===== src/hw/rtl/mme_pkg.sv =====
// ----------------------------------------------------------------------------
// mme_pkg
// Shared types, widths and codes of the matrix multiply engine.
// ----------------------------------------------------------------------------
package mme_pkg;

	// Field widths of one item
	localparam int OPCODE_W = 2;
	localparam int ROW_W    = 3;
	localparam int COL_W    = 3;
	localparam int VALUE_W  = 32;
	localparam int DIM_W    = 4;

	// Default largest matrix dimension
	localparam int MAX_DIM_DEF = 8;

	// Command queue between front and back (power of two)
	localparam int QUEUE_DEPTH = 4;

	// Arithmetic: full product, accumulator with headroom for eight terms
	localparam int PROD_W = 2 * VALUE_W;
	localparam int ACC_W  = PROD_W + 3;
	localparam int FRAC_W = 16;

	// Input opcodes
	localparam logic [OPCODE_W-1:0] OP_WRITE_A = 2'd0;
	localparam logic [OPCODE_W-1:0] OP_WRITE_B = 2'd1;
	localparam logic [OPCODE_W-1:0] OP_COMPUTE = 2'd2;

	// Configuration register indexes
	localparam logic [1:0] REG_A_ROWS = 2'd0;
	localparam logic [1:0] REG_A_COLS = 2'd1;
	localparam logic [1:0] REG_B_ROWS = 2'd2;
	localparam logic [1:0] REG_B_COLS = 2'd3;

	// Result status codes
	localparam logic STATUS_OK    = 1'b0;
	localparam logic STATUS_RANGE = 1'b1;

	typedef enum logic [1:0] {
		CMD_WRITE_A,
		CMD_WRITE_B,
		CMD_COMPUTE
	} cmd_kind_t;

	typedef struct packed {
		cmd_kind_t           kind;
		logic [ROW_W-1:0]    row;
		logic [COL_W-1:0]    col;
		logic [VALUE_W-1:0]  value;
		logic                status;
	} cmd_t;

	typedef struct packed {
		logic [DIM_W-1:0] a_rows;
		logic [DIM_W-1:0] a_cols;
		logic [DIM_W-1:0] b_rows;
		logic [DIM_W-1:0] b_cols;
	} dims_t;

	typedef enum logic [1:0] {
		ST_IDLE,
		ST_ISSUE,
		ST_DRAIN
	} back_state_t;

	// A dimension of zero acts as one, any value above the maximum acts as the maximum.
	function automatic logic [DIM_W-1:0] eff_dim(input logic [DIM_W-1:0] r,
			input int max_dim);
		logic [DIM_W-1:0] res;
		res = r;
		if (r == '0) begin
			res = DIM_W'(1);
		end else if (int'(r) > max_dim) begin
			res = DIM_W'(max_dim);
		end
		return res;
	endfunction

endpackage


===== src/hw/rtl/mme_front.sv =====
// ----------------------------------------------------------------------------
// mme_front
// Accepts input items, classifies them and queues them for the back end.
// ----------------------------------------------------------------------------
module mme_front
	import mme_pkg::*;
(
	input  logic                clk,
	input  logic                arst_n,
	input  logic                in_valid,
	output logic                in_ready,
	input  logic [OPCODE_W-1:0] in_opcode,
	input  logic [ROW_W-1:0]    in_row,
	input  logic [COL_W-1:0]    in_col,
	input  logic [VALUE_W-1:0]  in_value,
	input  dims_t               dims,
	output logic                cmd_valid,
	output cmd_t                cmd,
	input  logic                cmd_pop
);

	localparam int PTR_W = (QUEUE_DEPTH > 1) ? $clog2(QUEUE_DEPTH) : 1;
	localparam int CNT_W = $clog2(QUEUE_DEPTH + 1);

	cmd_t             queue_q [QUEUE_DEPTH];
	logic [PTR_W-1:0] wr_ptr_q;
	logic [PTR_W-1:0] rd_ptr_q;
	logic [CNT_W-1:0] count_q;
	cmd_t             new_cmd;
	logic             keep;
	logic             push;

	// Decode the opcode and check write indexes against the dimensions.
	always_comb begin
		new_cmd.row    = in_row;
		new_cmd.col    = in_col;
		new_cmd.value  = in_value;
		new_cmd.kind   = CMD_COMPUTE;
		new_cmd.status = STATUS_OK;
		keep           = 1'b1;
		case (in_opcode)
			OP_WRITE_A: begin
				new_cmd.kind = CMD_WRITE_A;
				if (DIM_W'(in_row) >= dims.a_rows || DIM_W'(in_col) >= dims.a_cols) begin
					new_cmd.status = STATUS_RANGE;
				end
			end
			OP_WRITE_B: begin
				new_cmd.kind = CMD_WRITE_B;
				if (DIM_W'(in_row) >= dims.b_rows || DIM_W'(in_col) >= dims.b_cols) begin
					new_cmd.status = STATUS_RANGE;
				end
			end
			OP_COMPUTE: begin
				new_cmd.kind = CMD_COMPUTE;
			end
			default: begin
				keep = 1'b0;
			end
		endcase
	end

	assign in_ready  = (count_q != CNT_W'(QUEUE_DEPTH));
	assign push      = in_valid && in_ready && keep;
	assign cmd_valid = (count_q != '0);
	assign cmd       = queue_q[rd_ptr_q];

	always_ff @(posedge clk) begin
		if (push) begin
			queue_q[wr_ptr_q] <= new_cmd;
		end
	end

	always_ff @(posedge clk or negedge arst_n) begin
		if (!arst_n) begin
			wr_ptr_q <= '0;
			rd_ptr_q <= '0;
			count_q  <= '0;
		end else begin
			if (push) begin
				wr_ptr_q <= wr_ptr_q + PTR_W'(1);
			end
			if (cmd_pop) begin
				rd_ptr_q <= rd_ptr_q + PTR_W'(1);
			end
			if (push && !cmd_pop) begin
				count_q <= count_q + CNT_W'(1);
			end else if (!push && cmd_pop) begin
				count_q <= count_q - CNT_W'(1);
			end
		end
	end

endmodule


===== config.mk =====
export PLATFORM = sky130hd
export DESIGN_NAME = mme_front
export DESIGN_NICKNAME = d
export VERILOG_FILES = /design/src/hw/rtl/mme_pkg.sv /design/src/hw/rtl/mme_front.sv
export SDC_FILE = /design/constraint.sdc
export NUM_CORES = 1
export LEC_CHECK = 0
export BUFFER_PORTS_ARGS = -buffer_cell sky130_fd_sc_hd__buf_2
export CORE_AREA = 4 4 120 150
export CTS_BUF_LIST = sky130_fd_sc_hd__clkbuf_4 sky130_fd_sc_hd__clkbuf_8
export DETAILED_ROUTE_END_ITERATION = 10
export DIE_AREA = 0 0 124 154
export GPL_TIMING_DRIVEN = 0
export PLACE_DENSITY_LB_ADDON = 0.3
export SYNTH_ARGS = -nofsm -noshare
export SYNTH_HDL_FRONTEND = slang
export SYNTH_SLANG_ARGS = --single-unit

===== constraint.sdc =====
create_clock -name clk -period 5.6 [get_ports clk]
set_input_delay 1.4 -clock clk [delete_from_list [all_inputs] [get_ports clk]]
set_output_delay 1.4 -clock clk [all_outputs]
set_load 0.1 [all_outputs]

# Word-level counts from Yosys, hierarchy flattened
# Memory sizes are Yosys's and may differ from the RTL's.
# Cells that the tools add are included.
op_classes:
  n_addsub: 4
  mul: 0
  n_div: 0
  magnitude_cmp: 4
  n_eq_ne: 3
  n_shift: 0
  n_mux: 9
  bitwise: 0
  reduce_logical: 12
op_table:
  columns: ["cell", "n"]
  rows:
  - [">= comparator 3 x 4 -> 1 bit", 4]
  - ["two-way mux 3 bit", 2]
  - ["two-way mux 1 bit", 5]
  - ["adder 2 x 1 -> 2 bit (second input constant)", 2]
  - ["logical AND 1 bit", 4]
  - ["case mux 2 bit (2 select lines)", 1]
  - ["adder 3 x 1 -> 3 bit (second input constant)", 1]
  - ["inequality test 3 bit (second input constant)", 1]
  - ["nonzero test 3 bit", 1]
  - ["OR reduction 3 bit", 1]
  - ["subtractor 3 x 1 -> 3 bit (second input constant)", 1]
  - ["== test 2 x 1 -> 1 bit (second input constant)", 1]
  - ["== test 2 bit (second input constant)", 1]
  - ["zero test 1 bit", 2]
  - ["zero test 2 bit", 1]
  - ["logical OR 1 bit", 2]
  - ["case mux 1 bit (2 select lines)", 1]
  - ["nonzero test 2 bit", 1]
word_totals:
  ff_bits: 7
  latchBits: 0
  ram_bits: 164
  mem_bits_ro: 0
  out_inout_bits: 43
  wordCells: 36
  n_memories: 1
mem_list:
  columns: ["name", "words", "word_bits", "read_ports", "rd_clocked_by_memory_dff", "write_ports", "line", "text"]
  rows:
  - ["queue_q", 4, 41, 1, 0, 1, "mme_front.sv:25", "cmd_t queue_q [QUEUE_DEPTH];"]

# Logic depth before layout (Yosys ltp)
# Gate-level depths: netlist of run 1.
logic_depth:
  word_depth: 8
  depth_mapped: 10

# Worst setup path before layout of run 1
# Ideal clock, no wire load.
synth_path:
  kind: "input to register"
  startpoint: "input port in_opcode[1]"
  endpoint: "memory queue_q[0][0] in the netlist's numbering (enable)"
  arrival_time_ps: 2750
  required_ps: 5198
  slack_ps: 2448
  path_stages: 4
  cell_sequence: "nand2_1 > and3_1 > buf_2 > and2_1"
synth_between:
  elab_chain_cells: 6
  elab_cells_between_ends: 8
  classes_between: "eq/ne: 2; mux: 3; reduce/logical: 3"
synth_rtl:
  columns: ["item", "line", "text"]
  rows:
  - ["from (decl)", "mme_front.sv:12", "input logic [OPCODE_W-1:0] in_opcode,"]
  - ["== test 2 x 1 -> 1 bit, or another cell as far along", "mme_front.sv:41", "case (in_opcode)"]
  - ["OR reduction 3 bit (no line) *", null, null]
  - ["two-way mux 1 bit *", "mme_front.sv:41", null]
  - ["logical AND 1 bit *", "mme_front.sv:64", "assign push = in_valid && in_ready && keep;"]
  - ["net push", "mme_front.sv:31", "logic push;"]
  - ["two-way mux 1 bit *", "mme_front.sv:69", "if (push) begin"]
  - ["two-way mux 1 bit (not written as such) *", "mme_front.sv:70", "queue_q[wr_ptr_q] <= new_cmd;"]
  - ["to (decl)", "mme_front.sv:25", null]
# The timed path passes the listed nets; every way through them passes the cells marked *.

==> results of run 1 <==
==> synthesized netlist by cell type, drive strengths merged <==
master,n
edfxtp,164
mux4,41
ha,17
inv,15
buf,10
dfrtp,7
a21o,4
a21oi,4
and2,4
nand2,4
nand2b,4
xnor2,3
xor2,3
clkbuf,2
nor2,2
and3,1
fa,1
mux2,1
nor2b,1
o211a,1
o21ai,1
o221ai,1
o22ai,1
or3,1
==> placed cells by master, fill, tap and decap left out, drive strengths merged <==
cell,netlist,final
nor2,2,2
mux4,41,41
clkbuf,2,19
fa,1,1
o221ai,1,1
o211a,1,1
o21ai,1,1
xnor2,3,3
and2,4,4
ha,17,17
nor2b,1,1
xor2,3,3
a21oi,4,4
edfxtp,164,164
and3,1,1
nand2b,4,4
bufinv,0,2
or3,1,1
o22ai,1,1
buf,10,116
clkinvlp,0,5
a21o,4,4
inv,15,19
mux2,1,1
clkinv,0,3
nand2,4,4
dfrtp,7,7
==> area by class of cell <==
type,count,area [um2]
well taps,220,275
inverters,15,56.3
clock inverters,14,145
fillers,1418,8710
plain buffers,12,124
flip-flops and latches,171,5100
repair buffers,106,591
clock buffers,17,234
multi-input cells,95,1410
==> critical path, cell delays in order (launching register included) <==
cell and delay, ns:
dfrtp_1 0.32, clkbuf_1 0.24, buf_2 0.35, mux4_2 0.26
buf_2 0.44
==> registers in the layout (all words and copies together), names as in the netlist <==
name      count
queue_q     164
count_q       3
rd_ptr_q      2
wr_ptr_q      2
==> path summary, 6_finish.rpt <==
path | endpoint | depth (start not counted) | slack [ns]
setup / recovery | cmd[39] | 4 | 2.15
hold / removal | count_q[2] | 1 | 0.50
setup reg to reg | count_q[1] | 8 | 3.60
hold reg to reg | count_q[2] | 1 | 0.50
max in group asynchronous | rd_ptr_q[1] | 1 | 4.65
min in group asynchronous | count_q[0] | 1 | 0.78
==> stage by stage <==
| stage | util | worst slack, ns | instance area, um2 | cells | hold slack (ns) |
|---|---|---|---|---|---|
| after global placement | 0.449 | 1.42 | 7470 | 615 | 0.474 |
| after CTS | 0.477 | 2.02 | 7930 | 650 | 0.493 |
| after floorplan | - | 2.45 | 6680 | 293 | 0.456 |
| after global routing | 0.477 | 1.94 | 7930 | 650 | 0.514 |
| after detailed placement | 0.454 | 2.51 | 7550 | 619 | 0.482 |
| final | 0.477 | 2.15 | 7930 | 650 | 0.498 |
==> per-layer routing <==
metal / GRT usage / wire [um] / vias to the layer above
met5: 0 / 0 / -
met4: 0.0454 / 166 / 0
met3: 0.0372 / 515 / 11
met2: 0.235 / 6610 / 73
met1: 0.169 / 4880 / 1629
li1: - / - / 1441
==> cells by family (layout without fill, tap and decap cells) <==
kind of cell | count (synthesis) | in the layout | synth area share
multiplexers | 42 | 42 | 0.142
flip-flops | 171 | 171 | 0.763
AND/OR/NAND/NOR | 17 | 17 | 0.0137
buffers and inverters | 27 | 164 | 0.0270
adder cells (fa/ha/maj) | 18 | 18 | 0.0348
AO/OA/AOI/OAI | 12 | 12 | 0.0120
XOR/XNOR | 6 | 6 | 0.00787
==> results.md, run 1 <==
* Status: finished, final reports clean
* Root Driver: clkbuf_8
* Die width at 124 um
* CP required at 4.20 ns
* Crit path DAT at 2.05 ns
* CTS Buf Count at 17
* Hold path startpoint: count_q[2]
* I/O Buffers at 102
* Syn Nets at 371
* Die area at 19,100 um2
* Area grow syn2layout at 18.7%
* Worst rel slew slack at 0.627
* Die height at 154 um
* Fin. max-slew vios at 0
* Worst-Margin Slew at 0.559 ns
* Avg Synthesized Cell Area at 22.8 um2
* Synth top area cells: edfxtp_1, mux4_2, ha_1
* IO Count at 103
* Min cycle time layout at 3.45 ns
* DR vias/cell at 4.85
* Hold Crit Class: register to register
* Total GRT Usage at 0.138
* Effective utilization at floorplan at 0.401
* Drt initial violations at 285
* H-tree levels at 4
* Drt first pass iters at 4
* Clk buf depth at 2
* Skew final at 0.0113 ns
* Crit Path Max Fanout at 10
* Worst-Skew Late Latency at 0.45 ns
* Distinct cells, synth at 27
* CTS resizes at 0
* Setup TNS at 0 ns
* Yosys Warn Count at 0
* Initial antenna violation count at 0
* Antenna violation net count after detailed routing at 0
* Sequential share of the synthesized area at 0.763
* Part of the cycle the worst path needs at 0.617
* Setup CP Type: register to primary output
* CTS tree: done
* Hpwl dp at 7.93 mm
* Post-CTS setup buffer count at 0
* Vias in the first global route at 3,492
* Final WL at 12.2 mm
* WL/cell at 18.7 um
* Unrepaired setup endpoints after global routing: no
* # clock sinks at 171
* Worst reg2reg startpoint: count_q[0]
* Mapped Area at 6680 um2
* Share of the synthesized area in the top cell type at 0.737
* Final Wtd Congestion at 0.640
* Max Cap Violations at 0
* Final count of hold timing violations at 0
* Nets at 496
* Routed via count at 3,154
* Cell taking the most area after synthesis: edfxtp_1
* Post-Synthesis Cells at 293
* Rows at 53
* CP startpoint kind: register
* Share of post-route cells with drive strength above 1 at 0.437
* First-pass GRT wire length at 19.1 mm
* # diodes at 0
* Pin count of the biggest net entering global routing at 25
* Crit path capture type: primary output
* Crit path from: rd_ptr_q[1]
* Final setup violation count at 0
* Core area at 16,600 um2
* Fmax at 290 MHz
* Worst-path clk slew at 0.08 ns
* #FFs+latches synth at 171
* CTS Hold Buffers Added at 0
* Post-route DRC at 0
* Congestion Overflow GR at 0
Power of run 1 is not shown: default switching activity piles up to over one toggle a cycle in this logic, so the estimate is an artifact.
==> inputs of run 2 (changes only) <==
--- a/config.mk
+++ b/config.mk
@@ -5,11 +5,12 @@
 export SDC_FILE = /design/constraint.sdc
 export NUM_CORES = 1
 export LEC_CHECK = 0
+export ABC_AREA = 1
 export BUFFER_PORTS_ARGS = -buffer_cell sky130_fd_sc_hd__buf_2
-export CORE_AREA = 4 4 120 150
+export CORE_AREA = 4 4 121 152
 export CTS_BUF_LIST = sky130_fd_sc_hd__clkbuf_4 sky130_fd_sc_hd__clkbuf_8
 export DETAILED_ROUTE_END_ITERATION = 10
-export DIE_AREA = 0 0 124 154
+export DIE_AREA = 0 0 125 156
 export GPL_TIMING_DRIVEN = 0
 export PLACE_DENSITY_LB_ADDON = 0.3
 export SYNTH_ARGS = -nofsm -noshare
==> constraint.sdc (replaced) <==
create_clock -name clk -period 3.3 [get_ports clk]
set_input_delay 0.825 -clock clk [delete_from_list [all_inputs] [get_ports clk]]
set_output_delay 0.825 -clock clk [all_outputs]
set_load 0.1 [all_outputs]
==> run 2 against run 1 <==
Compared with the run above: routed wire length increased by 26%; non-clock buffer count up 14; cell area up 3.0%; hold slack worse by 0.29 ns; synthesized area grew 3.1%; critical path depth grew 1; worst setup slack worse by 2.0 ns; highest routed layer unchanged; global-route usage rose by 2.3 points; critical path type unchanged; register-to-register slack worse by 2.4 ns; die area up 2.1%; via count increased by 39%; core utilization is 0.87 points higher.
==> results.md, run 2 <==
* Ys async rst share at 0.0409
* DR vias/cell at 5.04
* Setup TNS at 0 ns
* Synth cell count leaders: edfxtp_1, nor2_1, o21ai_0
* I/O Buffers at 102
* Antenna violation net count after detailed routing at 0
* Crit path DAT at 2.29 ns
* Crit path capture type: primary output
* Final setup violation count at 0
* Total GRT Usage at 0.161
* Clk buf depth at 2
* Max FFs per register at 164
* Most frequent cells in the layout: edfxtp_1, buf_2, nor2_1
* Skew final at 0.00968 ns
* #FFs+latches synth at 171
* CP startpoint kind: register
* Reg2reg setup slack at 1.21 ns
* Status: finished, final reports clean
* Avg Synthesized Cell Area at 13.5 um2
* Root Driver: clkbuf_8
* Final Wtd Congestion at 0.764
* Hold Crit Class: primary input to async pin
* Fin. max-slew vios at 0
* Worst-Skew Late Latency at 0.44 ns
* Die area at 19,500 um2
* Rows at 53
* Number of synthesized flops with an enable pin at 164
* Routed via count at 4,387
* Post-route DRC at 0
* Commonest non-fill, non-tap cell in the layout: edfxtp_1
* First-pass GRT wire length at 24.2 mm
* Effective utilization at floorplan at 0.409
* Cell area after layout at 8170 um2
* Synth Flop Type: edfxtp_1
* Worst reg2reg startpoint: count_q[1]
* Mapped Area at 6890 um2
* Synth top area cells: edfxtp_1, nor2_1, o21ai_0
* Pin count of the biggest net entering global routing at 22
* CTS Buf Count at 17
* Hpwl dp at 9.93 mm
* Cell taking the most area after synthesis: edfxtp_1
* Post-Synthesis Cells at 512
* Drt first pass iters at 4
* Die width at 125 um
* Worst path cell trace: inv_2 > clkbuf_1 > o21ai_0 > o22ai_1 > buf_2
* Share of the synthesized area in the top cell type at 0.715
* Slowest Stage Delay on Critical Path at 0.47 ns
* Biggest regs: queue_q (164), count_q (3)
* Area grow syn2layout at 18.7%
* Die height at 156 um
* Post-Place Worst Slack at 0.611 ns
* Worst rel slew slack at 0.482
* Worst path slowest cell: buf_2
* H-tree levels at 4
* Distinct cells, synth at 25
* Part of the cycle the worst path needs at 0.943
* Most flop-heavy register: queue_q
* Drt initial violations at 429
* Cell with the most instances after synthesis: edfxtp_1
* # clock sinks at 171
* Nets at 715
* Worst reg2reg path depth at 8
* Unrepaired setup endpoints after global routing: no
* Min cycle time layout at 3.11 ns
* CTS tree: done
* Yosys Warn Count at 0
* Share of post-route cells with drive strength above 1 at 0.260
* Vias in the first global route at 4,671
* Final WL at 15.4 mm
* WL/cell at 17.7 um
* CP required at 2.47 ns
* Area after DPL at 7780 um2
* Sequential share of the synthesized area at 0.741
* Core area at 16,800 um2
* Fin Hold WS at 0.208 ns
* Worst Setup Slack, final at 0.189 ns
* Fmax at 321 MHz
* Worst-path clk slew at 0.08 ns
* Congestion Overflow GR at 0
* Max Cap Violations at 0
* Final count of hold timing violations at 0
* Worst R2R End: count_q[1]
* IO Count at 103
* # diodes at 0
* Worst-Margin Slew at 0.775 ns
* Setup CP Type: register to primary output
* Crit Path Max Fanout at 10
* Syn Nets at 590
* Initial antenna violation count at 0
## run 2: changes by cell type after synthesis, moves of 20 or more
| cell | delta |
|---|---|
| o21ai_0 | +61 |
| o22ai_1 | +40 |
| nor2_1 | +91 |
| nand2_1 | +20 |
| o21ai_1 | +24 |
| mux4_2 | -38 |
| inv_1 | +24 |
## run 2: final cells by class
| class | instances | area [um2] |
|---|---|---|
| plain buffers | 26 | 185 |
| clock inverters | 7 | 65.1 |
| multi-input cells | 274 | 1480 |
| repair buffers | 106 | 598 |
| flip-flops and latches | 171 | 5100 |
| well taps | 220 | 275 |
| inverters | 41 | 154 |
| clock buffers | 25 | 319 |
| fillers | 1513 | 8670 |
## run 2: how the worst max path moves through the flow
stage / end / from / cells past startpoint
final: cmd[27] / rd_ptr_q[1] / 5
after global routing: cmd[27] / rd_ptr_q[1] / 5
after CTS: cmd[27] / rd_ptr_q[1] / 5
after detailed placement: cmd[27] / rd_ptr_q[1] / 5
after global placement: queue_q[0][9] / in_opcode[1] / 4
after floorplan: queue_q[0][0] / count_q[0] / 4
## run 2: kinds of logic (layout without fill, tap and decap cells)
kind of cell / Yosys count / in the layout / synth area share
xor+xnor: 5 / 5 / 0.00636
fa+ha+maj: 18 / 18 / 0.0338
compound gates: 129 / 129 / 0.102
flops: 171 / 171 / 0.741
buf+inv: 67 / 205 / 0.0492
mux: 1 / 1 / 0.00164
simple gates: 121 / 121 / 0.0669
## run 2: routing by layer
layer  global-route usage  vias to the layer above  wire (um)  part of all wire
met1                0.187                     2148       6540              0.43
met4               0.0677                        0        289             0.019
met5                    0                        -          0                 0
li1                     -                     2090          -                 -
met2                0.288                      127       7880              0.51
met3               0.0360                       22        649             0.042
## run 2: through the flow
step,instances,util
final,870,0.485
after global routing,870,0.485
after CTS,870,0.485
after detailed placement,838,0.462
after global placement,834,0.456
after floorplan,512,-
## run 2: critical path: cells and delay by family, from the launching register on
kind / cells / cell delay (ns)
buffers and inverters: 3 / 1.01
DFF: 1 / 0.46
AOI/OAI and AO/OA: 2 / 0.37
## run 2: what timing repair did
action / 4_1_cts / 5_1_grt
hold buffers: 0 / 0
resized for setup: 0 / 3
endpoints found under the setup margin: 0 / 3
setup buffers: 0 / 0
Power of run 2 is left out for the same reason.
